[config.mk]
export PLATFORM = sky130hd
export DESIGN_NAME = json_string_unescape_utf8_core_flat
export DESIGN_NICKNAME = d
export VERILOG_FILES = /design/src/rtl/core/jsu_pkg.sv /design/src/rtl/core/jsu_if.sv /design/src/rtl/core/jsu_decode.sv /design/src/rtl/core/jsu_emit.sv /design/src/rtl/core/json_string_unescape_utf8_core.sv /design/src/flat_wrapper.sv
export VERILOG_INCLUDE_DIRS = /design/src /design/src/rtl/core
export SDC_FILE = /design/constraint.sdc
export NUM_CORES = 1
export LEC_CHECK = 0
export BUFFER_PORTS_ARGS = -buffer_cell sky130_fd_sc_hd__buf_2
export CORE_AREA = 2 2 145 147
export CTS_BUF_LIST = sky130_fd_sc_hd__clkbuf_8 sky130_fd_sc_hd__clkbuf_16
export CTS_CLUSTER_SIZE = 10
export DETAILED_ROUTE_END_ITERATION = 6
export DIE_AREA = 0 0 147 149
export GPL_TIMING_DRIVEN = 0
export PLACE_DENSITY = 0.37
export SYNTH_ARGS = -nofsm -noshare
export SYNTH_HDL_FRONTEND = slang
export SYNTH_SLANG_ARGS = --single-unit
[constraint.sdc]
create_clock -name i_clk -period 16.8 [get_ports i_clk]
set_clock_uncertainty 0.1 [all_clocks]
set_input_delay 3.36 -clock i_clk [delete_from_list [all_inputs] [get_ports i_clk]]
set_output_delay 3.36 -clock i_clk [all_outputs]
set_load 0.02 [all_outputs]
[src/rtl/core/json_string_unescape_utf8_core_macros.svh]
// ----------------------------------------------------------------------------
// JSON string unescaper assertion macros
// Shared shorthand for the concurrent checks in the core modules. The
// macros expect i_clk and i_rst_n in the scope where they are used.
// ----------------------------------------------------------------------------
`ifndef JSON_STRING_UNESCAPE_UTF8_CORE_MACROS_SVH
`define JSON_STRING_UNESCAPE_UTF8_CORE_MACROS_SVH

// Property checked on every clock edge outside of reset.
`define JSU_ASSERT(lbl, prop, msg) \
lbl: assert property (@(posedge i_clk) disable iff (!i_rst_n) prop) else $error(msg);

// Condition in one cycle implies a consequence in the next cycle.
`define JSU_ASSERT_NEXT(lbl, ante, cons, msg) \
`JSU_ASSERT(lbl, (ante) |=> (cons), msg)

`endif

[src/rtl/core/jsu_pkg.sv]
// ----------------------------------------------------------------------------
// JSON string unescaper package
// Shared types, codes and helper functions for the unescaper core.
// ----------------------------------------------------------------------------
package jsu_pkg;

    typedef logic [1:0] t_action;
    typedef logic [1:0] t_kind;
    typedef logic [3:0] t_err;

    // Input actions.
    localparam t_action ACT_START = 2'd0;
    localparam t_action ACT_NEXT  = 2'd1;
    localparam t_action ACT_END   = 2'd2;

    // Result kinds.
    localparam t_kind KIND_DATA     = 2'd0;
    localparam t_kind KIND_COMPLETE = 2'd1;
    localparam t_kind KIND_ERROR    = 2'd2;

    // Error numbers.
    localparam t_err ERR_NO_QUOTE     = 4'd0;
    localparam t_err ERR_CONTROL      = 4'd1;
    localparam t_err ERR_TRUNC_ESCAPE = 4'd2;
    localparam t_err ERR_BAD_UNICODE  = 4'd3;
    localparam t_err ERR_MISSING_LOW  = 4'd4;
    localparam t_err ERR_BAD_LOW      = 4'd5;
    localparam t_err ERR_LONE_LOW     = 4'd6;
    localparam t_err ERR_BAD_ESCAPE   = 4'd7;
    localparam t_err ERR_UNTERMINATED = 4'd8;

    // Character codes.
    localparam logic [7:0] CHAR_QUOTE     = 8'h22;
    localparam logic [7:0] CHAR_BACKSLASH = 8'h5C;
    localparam logic [7:0] CHAR_SLASH     = 8'h2F;
    localparam logic [7:0] CHAR_SPACE     = 8'h20;
    localparam logic [7:0] CHAR_B         = 8'h62;
    localparam logic [7:0] CHAR_F         = 8'h66;
    localparam logic [7:0] CHAR_N         = 8'h6E;
    localparam logic [7:0] CHAR_R         = 8'h72;
    localparam logic [7:0] CHAR_T         = 8'h74;
    localparam logic [7:0] CHAR_U         = 8'h75;

    // Surrogate ranges.
    localparam logic [15:0] HIGH_SURR_MIN = 16'hD800;
    localparam logic [15:0] HIGH_SURR_MAX = 16'hDBFF;
    localparam logic [15:0] LOW_SURR_MIN  = 16'hDC00;
    localparam logic [15:0] LOW_SURR_MAX  = 16'hDFFF;
    localparam logic [20:0] SUPPLEMENTARY_BASE = 21'h10000;

    localparam int MAX_RESULTS = 4;

    // All results of one input word: either 1 to 4 data bytes, or one
    // completion, or one error.
    typedef struct packed {
        logic [2:0]       count;
        t_kind            kind;
        t_err             code;
        logic [3:0][7:0]  bytes;
    } t_batch;

    typedef struct packed {
        logic       ok;
        logic [3:0] val;
    } t_hex;

    function automatic t_hex hex_value(input logic [7:0] c);
        t_hex r;
        r = '0;
        if (c >= 8'h30 && c <= 8'h39) begin
            r.ok  = 1'b1;
            r.val = c[3:0];
        end else if ((c >= 8'h61 && c <= 8'h66) || (c >= 8'h41 && c <= 8'h46)) begin
            r.ok  = 1'b1;
            r.val = 4'(c[3:0] + 4'd9);
        end
        return r;
    endfunction

    function automatic t_batch one_byte(input logic [7:0] b);
        t_batch r;
        r          = '0;
        r.count    = 3'd1;
        r.kind     = KIND_DATA;
        r.bytes[0] = b;
        return r;
    endfunction

    function automatic t_batch report(input t_kind k, input t_err code);
        t_batch r;
        r       = '0;
        r.count = 3'd1;
        r.kind  = k;
        r.code  = code;
        return r;
    endfunction

    function automatic t_batch utf8_encode(input logic [20:0] cp);
        t_batch r;
        r      = '0;
        r.kind = KIND_DATA;
        if (cp <= 21'h7F) begin
            r.count    = 3'd1;
            r.bytes[0] = cp[7:0];
        end else if (cp <= 21'h7FF) begin
            r.count    = 3'd2;
            r.bytes[0] = {3'b110, cp[10:6]};
            r.bytes[1] = {2'b10, cp[5:0]};
        end else if (cp <= 21'hFFFF) begin
            r.count    = 3'd3;
            r.bytes[0] = {4'b1110, cp[15:12]};
            r.bytes[1] = {2'b10, cp[11:6]};
            r.bytes[2] = {2'b10, cp[5:0]};
        end else begin
            r.count    = 3'd4;
            r.bytes[0] = {5'b11110, cp[20:18]};
            r.bytes[1] = {2'b10, cp[17:12]};
            r.bytes[2] = {2'b10, cp[11:6]};
            r.bytes[3] = {2'b10, cp[5:0]};
        end
        return r;
    endfunction

endpackage

[src/rtl/core/jsu_if.sv]
// ----------------------------------------------------------------------------
// JSON string unescaper channels
// Valid/ready channels for the raw input bytes and the decoded results.
// ----------------------------------------------------------------------------
interface jsu_in_if;
    import jsu_pkg::*;

    logic       valid;
    logic       ready;
    t_action    action;
    logic [7:0] data_byte;

    modport source (output valid, output action, output data_byte, input ready);
    modport sink   (input valid, input action, input data_byte, output ready);
endinterface

interface jsu_out_if;
    import jsu_pkg::*;

    logic       valid;
    logic       ready;
    t_kind      kind;
    logic [7:0] out_byte;
    t_err       error_code;
    logic       last;

    modport source (output valid, output kind, output out_byte, output error_code,
                    output last, input ready);
    modport sink   (input valid, input kind, input out_byte, input error_code,
                    input last, output ready);
endinterface

[src/rtl/core/jsu_decode.sv]
// ----------------------------------------------------------------------------
// JSON string unescaper decoder
// Holds the escape state and turns one input word into its batch of results.
// ----------------------------------------------------------------------------
`include "json_string_unescape_utf8_core_macros.svh"

module jsu_decode (
    input  logic             i_clk,
    input  logic             i_rst_n,
    input  logic             i_step,
    input  jsu_pkg::t_action i_action,
    input  logic [7:0]       i_byte,
    output jsu_pkg::t_batch  o_batch
);
    import jsu_pkg::*;

    localparam logic [2:0] PH_IDLE = 3'd0;
    localparam logic [2:0] PH_BODY = 3'd1;
    localparam logic [2:0] PH_ESC  = 3'd2;
    localparam logic [2:0] PH_HEX  = 3'd3;
    localparam logic [2:0] PH_LBS  = 3'd4;
    localparam logic [2:0] PH_LU   = 3'd5;
    localparam logic [2:0] PH_LHEX = 3'd6;
    localparam logic [2:0] PH_DONE = 3'd7;

    logic [2:0]  r_phase,     n_phase;
    logic [1:0]  r_hex_count, n_hex_count;
    logic [15:0] r_hex_accum, n_hex_accum;
    logic [9:0]  r_high_half, n_high_half;
    logic        r_bad_digit, n_bad_digit;

    t_hex        hv;
    logic [15:0] acc_shift;
    t_batch      utf_bmp;
    t_batch      utf_pair;
    t_batch      batch;

    assign hv        = hex_value(i_byte);
    assign acc_shift = {r_hex_accum[11:0], hv.val};
    assign utf_bmp   = utf8_encode({5'd0, acc_shift});
    // The low surrogate minus its base is just its low ten bits.
    assign utf_pair  = utf8_encode(SUPPLEMENTARY_BASE + 21'({r_high_half, acc_shift[9:0]}));

    always_comb begin
        n_phase     = r_phase;
        n_hex_count = r_hex_count;
        n_hex_accum = r_hex_accum;
        n_high_half = r_high_half;
        n_bad_digit = r_bad_digit;
        batch       = '0;

        if (i_step) begin
            if (i_action == ACT_START || (i_action == ACT_NEXT && r_phase == PH_IDLE)) begin
                n_hex_count = '0;
                n_hex_accum = '0;
                n_high_half = '0;
                n_bad_digit = 1'b0;
                if (i_byte != CHAR_QUOTE) begin
                    batch   = report(KIND_ERROR, ERR_NO_QUOTE);
                    n_phase = PH_DONE;
                end else begin
                    n_phase = PH_BODY;
                end
            end else if (i_action == ACT_NEXT) begin
                unique case (r_phase)
                    PH_BODY: begin
                        if (i_byte == CHAR_QUOTE) begin
                            batch   = report(KIND_COMPLETE, ERR_NO_QUOTE);
                            n_phase = PH_DONE;
                        end else if (i_byte < CHAR_SPACE) begin
                            batch   = report(KIND_ERROR, ERR_CONTROL);
                            n_phase = PH_DONE;
                        end else if (i_byte == CHAR_BACKSLASH) begin
                            n_phase = PH_ESC;
                        end else begin
                            batch = one_byte(i_byte);
                        end
                    end
                    PH_ESC: begin
                        n_phase = PH_BODY;
                        unique case (i_byte)
                            CHAR_QUOTE, CHAR_BACKSLASH, CHAR_SLASH: batch = one_byte(i_byte);
                            CHAR_B: batch = one_byte(8'h08);
                            CHAR_F: batch = one_byte(8'h0C);
                            CHAR_N: batch = one_byte(8'h0A);
                            CHAR_R: batch = one_byte(8'h0D);
                            CHAR_T: batch = one_byte(8'h09);
                            CHAR_U: begin
                                n_phase     = PH_HEX;
                                n_hex_count = '0;
                                n_hex_accum = '0;
                            end
                            default: begin
                                batch   = report(KIND_ERROR, ERR_BAD_ESCAPE);
                                n_phase = PH_DONE;
                            end
                        endcase
                    end
                    PH_HEX: begin
                        if (!hv.ok) begin
                            batch   = report(KIND_ERROR, ERR_BAD_UNICODE);
                            n_phase = PH_DONE;
                        end else begin
                            n_hex_accum = acc_shift;
                            n_hex_count = 2'(r_hex_count + 2'd1);
                            if (r_hex_count == 2'd3) begin
                                n_hex_count = '0;
                                if (acc_shift >= HIGH_SURR_MIN && acc_shift <= HIGH_SURR_MAX) begin
                                    n_high_half = acc_shift[9:0];
                                    n_phase     = PH_LBS;
                                end else if (acc_shift >= LOW_SURR_MIN &&
                                             acc_shift <= LOW_SURR_MAX) begin
                                    batch   = report(KIND_ERROR, ERR_LONE_LOW);
                                    n_phase = PH_DONE;
                                end else begin
                                    batch   = utf_bmp;
                                    n_phase = PH_BODY;
                                end
                            end
                        end
                    end
                    PH_LBS: begin
                        if (i_byte != CHAR_BACKSLASH) begin
                            batch   = report(KIND_ERROR, ERR_MISSING_LOW);
                            n_phase = PH_DONE;
                        end else begin
                            n_phase = PH_LU;
                        end
                    end
                    PH_LU: begin
                        if (i_byte != CHAR_U) begin
                            batch   = report(KIND_ERROR, ERR_MISSING_LOW);
                            n_phase = PH_DONE;
                        end else begin
                            n_phase     = PH_LHEX;
                            n_hex_count = '0;
                            n_hex_accum = '0;
                            n_bad_digit = 1'b0;
                        end
                    end
                    PH_LHEX: begin
                        // A bad digit is only reported once the quad is complete.
                        if (!hv.ok) begin
                            n_bad_digit = 1'b1;
                        end else begin
                            n_hex_accum = acc_shift;
                        end
                        n_hex_count = 2'(r_hex_count + 2'd1);
                        if (r_hex_count == 2'd3) begin
                            n_hex_count = '0;
                            if (r_bad_digit || !hv.ok || acc_shift < LOW_SURR_MIN ||
                                acc_shift > LOW_SURR_MAX) begin
                                batch   = report(KIND_ERROR, ERR_BAD_LOW);
                                n_phase = PH_DONE;
                            end else begin
                                batch   = utf_pair;
                                n_phase = PH_BODY;
                            end
                        end
                    end
                    default: ;
                endcase
            end else if (i_action == ACT_END) begin
                unique case (r_phase)
                    PH_IDLE: begin
                        batch   = report(KIND_ERROR, ERR_NO_QUOTE);
                        n_phase = PH_DONE;
                    end
                    PH_BODY: begin
                        batch   = report(KIND_ERROR, ERR_UNTERMINATED);
                        n_phase = PH_DONE;
                    end
                    PH_ESC: begin
                        batch   = report(KIND_ERROR, ERR_TRUNC_ESCAPE);
                        n_phase = PH_DONE;
                    end
                    PH_HEX: begin
                        batch   = report(KIND_ERROR, ERR_BAD_UNICODE);
                        n_phase = PH_DONE;
                    end
                    PH_LBS, PH_LU, PH_LHEX: begin
                        batch   = report(KIND_ERROR, ERR_MISSING_LOW);
                        n_phase = PH_DONE;
                    end
                    default: ;
                endcase
            end
        end
    end

    assign o_batch = batch;

    always_ff @(posedge i_clk) begin
        if (!i_rst_n) begin
            r_phase     <= PH_IDLE;
            r_hex_count <= '0;
            r_hex_accum <= '0;
            r_high_half <= '0;
            r_bad_digit <= 1'b0;
        end else begin
            r_phase     <= n_phase;
            r_hex_count <= n_hex_count;
            r_hex_accum <= n_hex_accum;
            r_high_half <= n_high_half;
            r_bad_digit <= n_bad_digit;
        end
    end

    `JSU_ASSERT_NEXT(a_error_ends, i_step && batch.count != 3'd0 && batch.kind == KIND_ERROR, r_phase == PH_DONE, "error did not end the string")
    `JSU_ASSERT_NEXT(a_complete_ends, i_step && batch.count != 3'd0 && batch.kind == KIND_COMPLETE, r_phase == PH_DONE, "completion did not end the string")
    `JSU_ASSERT_NEXT(a_pair_to_body, i_step && batch.count == 3'd4, r_phase == PH_BODY && r_hex_count == 2'd0, "surrogate pair did not return to the body")

endmodule

[src/rtl/core/jsu_emit.sv]
// ----------------------------------------------------------------------------
// JSON string unescaper result buffer
// Holds one batch of results and hands them out one word per cycle while the receiver is ready.
// ----------------------------------------------------------------------------
`include "json_string_unescape_utf8_core_macros.svh"

module jsu_emit (
    input  logic            i_clk,
    input  logic            i_rst_n,
    input  logic            i_load,
    input  jsu_pkg::t_batch i_batch,
    output logic            o_can_load,
    output logic            o_valid,
    input  logic            i_ready,
    output jsu_pkg::t_kind  o_kind,
    output logic [7:0]      o_byte,
    output jsu_pkg::t_err   o_code,
    output logic            o_last
);
    import jsu_pkg::*;

    logic            r_valid;
    logic [1:0]      r_idx;
    logic [1:0]      r_last_idx;
    t_kind           r_kind;
    t_err            r_code;
    logic [3:0][7:0] r_bytes;
    logic            handshake;

    assign o_valid    = r_valid;
    assign o_kind     = r_kind;
    assign o_code     = r_code;
    assign o_byte     = r_bytes[r_idx];
    assign o_last     = (r_idx == r_last_idx);
    assign handshake  = r_valid && i_ready;
    // A new batch may enter as the last word of the current one leaves.
    assign o_can_load = !r_valid || (i_ready && o_last);

    always_ff @(posedge i_clk) begin
        if (!i_rst_n) begin
            r_valid <= 1'b0;
            r_idx   <= '0;
        end else if (i_load) begin
            r_valid <= 1'b1;
            r_idx   <= '0;
        end else if (handshake) begin
            if (o_last) begin
                r_valid <= 1'b0;
            end else begin
                r_idx <= 2'(r_idx + 2'd1);
            end
        end
    end

    always_ff @(posedge i_clk) begin
        if (i_load) begin
            r_last_idx <= 2'(i_batch.count - 3'd1);
            r_kind     <= i_batch.kind;
            r_code     <= i_batch.code;
            r_bytes    <= i_batch.bytes;
        end
    end

    `JSU_ASSERT(a_load_allowed, i_load |-> o_can_load, "batch loaded over pending results")
    `JSU_ASSERT(a_single_report, r_valid && r_kind != KIND_DATA |-> r_last_idx == 2'd0, "status result is not alone in its batch")
    `JSU_ASSERT_NEXT(a_advance, handshake && !o_last, r_valid && r_idx == 2'($past(r_idx) + 2'd1), "batch did not advance to its next word")

endmodule

[src/rtl/core/json_string_unescape_utf8_core.sv]
// ----------------------------------------------------------------------------
// JSON string unescaper core
// Decodes the bytes of one quoted JSON string into UTF-8. The first word must
// carry the opening quote; plain bytes pass through, escapes are resolved and
// \u escapes (with surrogate pairs) become 1 to 4 UTF-8 bytes. The closing
// quote gives a completion word, faults give one error word with its number,
// and the final word caused by each input word has last set. Plain text streams
// at one byte per clock while the receiver is ready; a word that yields several
// results (up to four for a surrogate pair) holds the output register until all
// are taken, which stalls the input. Each accepted input word is registered,
// then decoded and loaded into the output register.
// ----------------------------------------------------------------------------
module json_string_unescape_utf8_core (
    input  logic  i_clk,
    input  logic  i_rst_n,
    jsu_in_if.sink    i_in,
    jsu_out_if.source o_out
);
    import jsu_pkg::*;

    logic       r_in_valid;
    t_action    r_action;
    logic [7:0] r_byte;
    logic       can_load;
    logic       advance;
    t_batch     batch;

    assign advance    = r_in_valid && can_load;
    assign i_in.ready = !r_in_valid || can_load;

    always_ff @(posedge i_clk) begin
        if (!i_rst_n) begin
            r_in_valid <= 1'b0;
        end else if (i_in.valid && i_in.ready) begin
            r_in_valid <= 1'b1;
        end else if (advance) begin
            r_in_valid <= 1'b0;
        end
    end

    always_ff @(posedge i_clk) begin
        if (i_in.valid && i_in.ready) begin
            r_action <= i_in.action;
            r_byte   <= i_in.data_byte;
        end
    end

    jsu_decode u_decode (
        .i_clk    (i_clk),
        .i_rst_n  (i_rst_n),
        .i_step   (advance),
        .i_action (r_action),
        .i_byte   (r_byte),
        .o_batch  (batch)
    );

    jsu_emit u_emit (
        .i_clk      (i_clk),
        .i_rst_n    (i_rst_n),
        .i_load     (advance && batch.count != 3'd0),
        .i_batch    (batch),
        .o_can_load (can_load),
        .o_valid    (o_out.valid),
        .i_ready    (o_out.ready),
        .o_kind     (o_out.kind),
        .o_byte     (o_out.out_byte),
        .o_code     (o_out.error_code),
        .o_last     (o_out.last)
    );

endmodule

[src/flat_wrapper.sv]
// flat-port wrapper written by rule: the top's interface ports become plain ports
module json_string_unescape_utf8_core_flat import jsu_pkg::*;
  (i_clk, i_rst_n, i_in_valid, i_in_action, i_in_data_byte, i_in_ready, o_out_valid, o_out_kind, o_out_out_byte, o_out_error_code, o_out_last, o_out_ready);
  jsu_in_if i_in_i ();
  jsu_out_if o_out_i ();
  input  logic i_clk;
  input  logic i_rst_n;
  input wire logic [$bits(i_in_i.valid)-1:0] i_in_valid;
  input wire logic [$bits(i_in_i.action)-1:0] i_in_action;
  input wire logic [$bits(i_in_i.data_byte)-1:0] i_in_data_byte;
  output wire logic [$bits(i_in_i.ready)-1:0] i_in_ready;
  output wire logic [$bits(o_out_i.valid)-1:0] o_out_valid;
  output wire logic [$bits(o_out_i.kind)-1:0] o_out_kind;
  output wire logic [$bits(o_out_i.out_byte)-1:0] o_out_out_byte;
  output wire logic [$bits(o_out_i.error_code)-1:0] o_out_error_code;
  output wire logic [$bits(o_out_i.last)-1:0] o_out_last;
  input wire logic [$bits(o_out_i.ready)-1:0] o_out_ready;
  assign i_in_i.valid = i_in_valid;
  assign i_in_i.action = i_in_action;
  assign i_in_i.data_byte = i_in_data_byte;
  assign i_in_ready = i_in_i.ready;
  assign o_out_valid = o_out_i.valid;
  assign o_out_kind = o_out_i.kind;
  assign o_out_out_byte = o_out_i.out_byte;
  assign o_out_error_code = o_out_i.error_code;
  assign o_out_last = o_out_i.last;
  assign o_out_i.ready = o_out_ready;
  json_string_unescape_utf8_core u_core (.i_clk(i_clk), .i_rst_n(i_rst_n), .i_in(i_in_i), .o_out(o_out_i));
endmodule
==> results.cfg <==
[global_routing]
grt_pass1_wl_microns = 28800
grt_max_degree = 30
overflow = 0
antenna_found_initial = 0
track_usage = 0.172
first_global_vias = 4936

[die]
die-area_sq_um = 21900
num_rows = 53
io_pins = 31
die_h_microns = 149
initial_core_util = 0.255
die_w_microns = 147
core_area_sq_um = 20600

[critical_path]
crit_path_top_delay_cell = a31oi_1
cp_data_arrival_time_ps = 4140
worstPathMaxFanout = 5
cp_cell_sequence = buf_2 -> a31oi_1 -> nand2_1 -> buf_2
path_class = input pin to primary output
cp_num_buf_inv = 2
slowest_delay_ps = 340
crit_family = compound AO/OA/AOI/OAI gates
cpMostUsedCell = buf_2
worstPathRequired_ps = 13340
start_kind = input pin
critPathCaptureType = primary output

[timing]
grt_setup_unrepaired = false
worst_slew_pin_slew_ps = 1200
hold_viol = 0
setup_viol = 0
max_freq_ghz = 0.132
slew_viol_final = 0
min_period_over_period = 0.452
final.min_clock_period_ps = 7600
setup_tns_ps = 0
slew_headroom = 0.202

[logic_synthesis]
synth_commonest_cells = nor2_1 (59), a21oi_1 (51), nand2_1 (48), edfxtp_1 (47), dfxtp_1 (32)
synthArstFlopShare = 0
synth_area_sq_um = 5240
synth-seq-cells = 79
seq_area_frac_synth = 0.392
synth_ff_type = edfxtp_1
synth_area_leaders = edfxtp_1 (27%), dfxtp_1 (12%), a21oi_1 (4.9%)
avgSynthCellArea_sq_um = 8.82
synth_top_area_frac = 0.269
synth_enable_flop_cells = 47
synth.distinct_cells = 79
yosysMostFrequentCell = nor2_1
synthCells = 594
synth.yosys.warnings = 0
syn-num-nets = 616
post-synth-top-area-cell = edfxtp_1

[place]
gp_congestion = 0.919
portBuffers = 30
dp_hpwl_microns = 14100
placed_area_sq_um = 5770

[power]
power.density_nw_per_um2 = 75.4
p_leak_nw = 1.92
ir_worst_vdd_v = 0.0000424

[detailed_routing]
via_per_inst = 5.36
wl_microns = 18400
drc = 0
avgRoutedWirePerCell_microns = 20.1
antenna_left = 0
drtIter0Drc = 388
vias = 4909
drt-pass1-iter-count = 6

[clock_network]
ctsRootBufferMaster = clkbuf_16
postCtsSetupBuffers = 0
cts_buffers = 9
cts_max_path_buffers = 2
cts.htree.levels = 3
cts_hold_buf = 0
cts_tree = done
cts_sinks = 79
cts_resized = 0
clock_latency_ps = 350
clk_pin_slew_worst_paths_ps = 70

[final_layout]
n_antenna_cell = 0
nets = 658
layout-drive-gt1-share = 0.136
fin_area_sq_um = 6050
area_growth_pct = 15.5
fillers = 2238

[flow_run]
maxCapViolCount = 0

[status]
run_status = complete, no violations

[worst_hold_path]
hp-class = flop to flop
[placed cells by master (no fill, tap or decap), drive strengths merged, types with 11 or more instances in the layout]
cell    Yosys  final
clkbuf     22     31
nand3      30     30
nor2b      14     14
o22ai      11     11
inv        22     26
dfxtp      32     32
buf        12     43
nor2       59     59
and3       14     14
edfxtp     47     47
nor3       22     22
nand2      48     48
nand2b     17     17
a21oi      52     52
o21ai      31     31
mux2i      13     13
[registers in the layout (all words and copies together), names as in the netlist]
register	flops
u_core.u_decode.r_hex_count	2
u_core.u_emit.o_code	4
u_core.r_in_valid	1
u_core.u_decode.r_phase	3
u_core.r_action	2
u_core.u_emit.r_last_idx	2
u_core.r_byte	8
u_core.u_emit.o_valid	1
u_core.u_emit.r_idx	2
u_core.u_emit.o_kind	2
u_core.u_emit.r_bytes	29
u_core.u_decode.r_hex_accum	12
u_core.u_decode.r_bad_digit	1
u_core.u_decode.r_high_half	10
[power by group]
part | internal [mW] | total (mW) | leakage, nW | switching, mW
sequential | 0.209 | 0.212 | 0.645 | 0.00305
clock | 0.103 | 0.194 | 0.139 | 0.0904
combinational | 0.0159 | 0.0509 | 1.14 | 0.0349
total | 0.328 | 0.457 | 1.92 | 0.128
[metrics by stage]
step	worst slack (ps)	utilization	hold WS [ps]	total power [mW]	instances
3_3_place_gp	7850	0.279	344	0.267	899
6_report	9200	0.295	365	0.457	916
5_1_grt	9060	0.295	401	0.475	916
3_5_place_dp	9200	0.281	361	0.266	900
4_1_cts	9190	0.295	370	0.461	916
2_1_floorplan	9360	-	336	0.248	594
[worst min-delay path: stages, from the launching register on]
cell	delay (ps)
dfxtp_1	320
nand2_1	50
a21oi_1	50
[path summary, 6_finish.rpt]
kind,from,end,slack [ps],cells past startpoint
setup reg to reg,u_core.r_byte[1],u_core.u_emit.r_bytes[20],12090,14
hold reg to reg,u_core.u_decode.r_hex_count[1],u_core.u_decode.r_hex_count[1],370,2
hold / removal,u_core.u_decode.r_hex_count[1],u_core.u_decode.r_hex_count[1],370,2
setup / recovery,o_out_ready,i_in_ready,9200,4
[kinds of logic after synthesis]
kind of cell,count (synthesis),share of synthesized area
adder cells (fa/ha/maj),8,0.0191
buffers and inverters,58,0.0480
multiplexers,22,0.0616
flip-flops,79,0.392
AND/OR/NAND/NOR,249,0.250
XOR/XNOR,6,0.0100
AO/OA/AOI/OAI,172,0.220
[routing by layer]
layer | share of wire | vias up | global-route usage
li1 | - | 2316 | -
met2 | 0.46 | 159 | 0.282
met1 | 0.46 | 2396 | 0.226
met5 | 0 | - | 0
met3 | 0.048 | 38 | 0.0321
met4 | 0.030 | 0 | 0.0649
[layout make-up]
| class | instances | area [sq um] | share of cell area |
|---|---|---|---|
| clock inverter | 7 | 62.6 | 0.0103 |
| tap | 275 | 344 | 0.0568 |
| timing repair buffer | 31 | 170 | 0.0281 |
| sequential | 79 | 2050 | 0.339 |
| clock buffer | 9 | 225 | 0.0372 |
| buffer | 34 | 161 | 0.0267 |
| inverter | 24 | 90.1 | 0.0149 |
| multi-input combinational | 457 | 2950 | 0.487 |
Note: power is estimated with default switching activity, not from simulation.
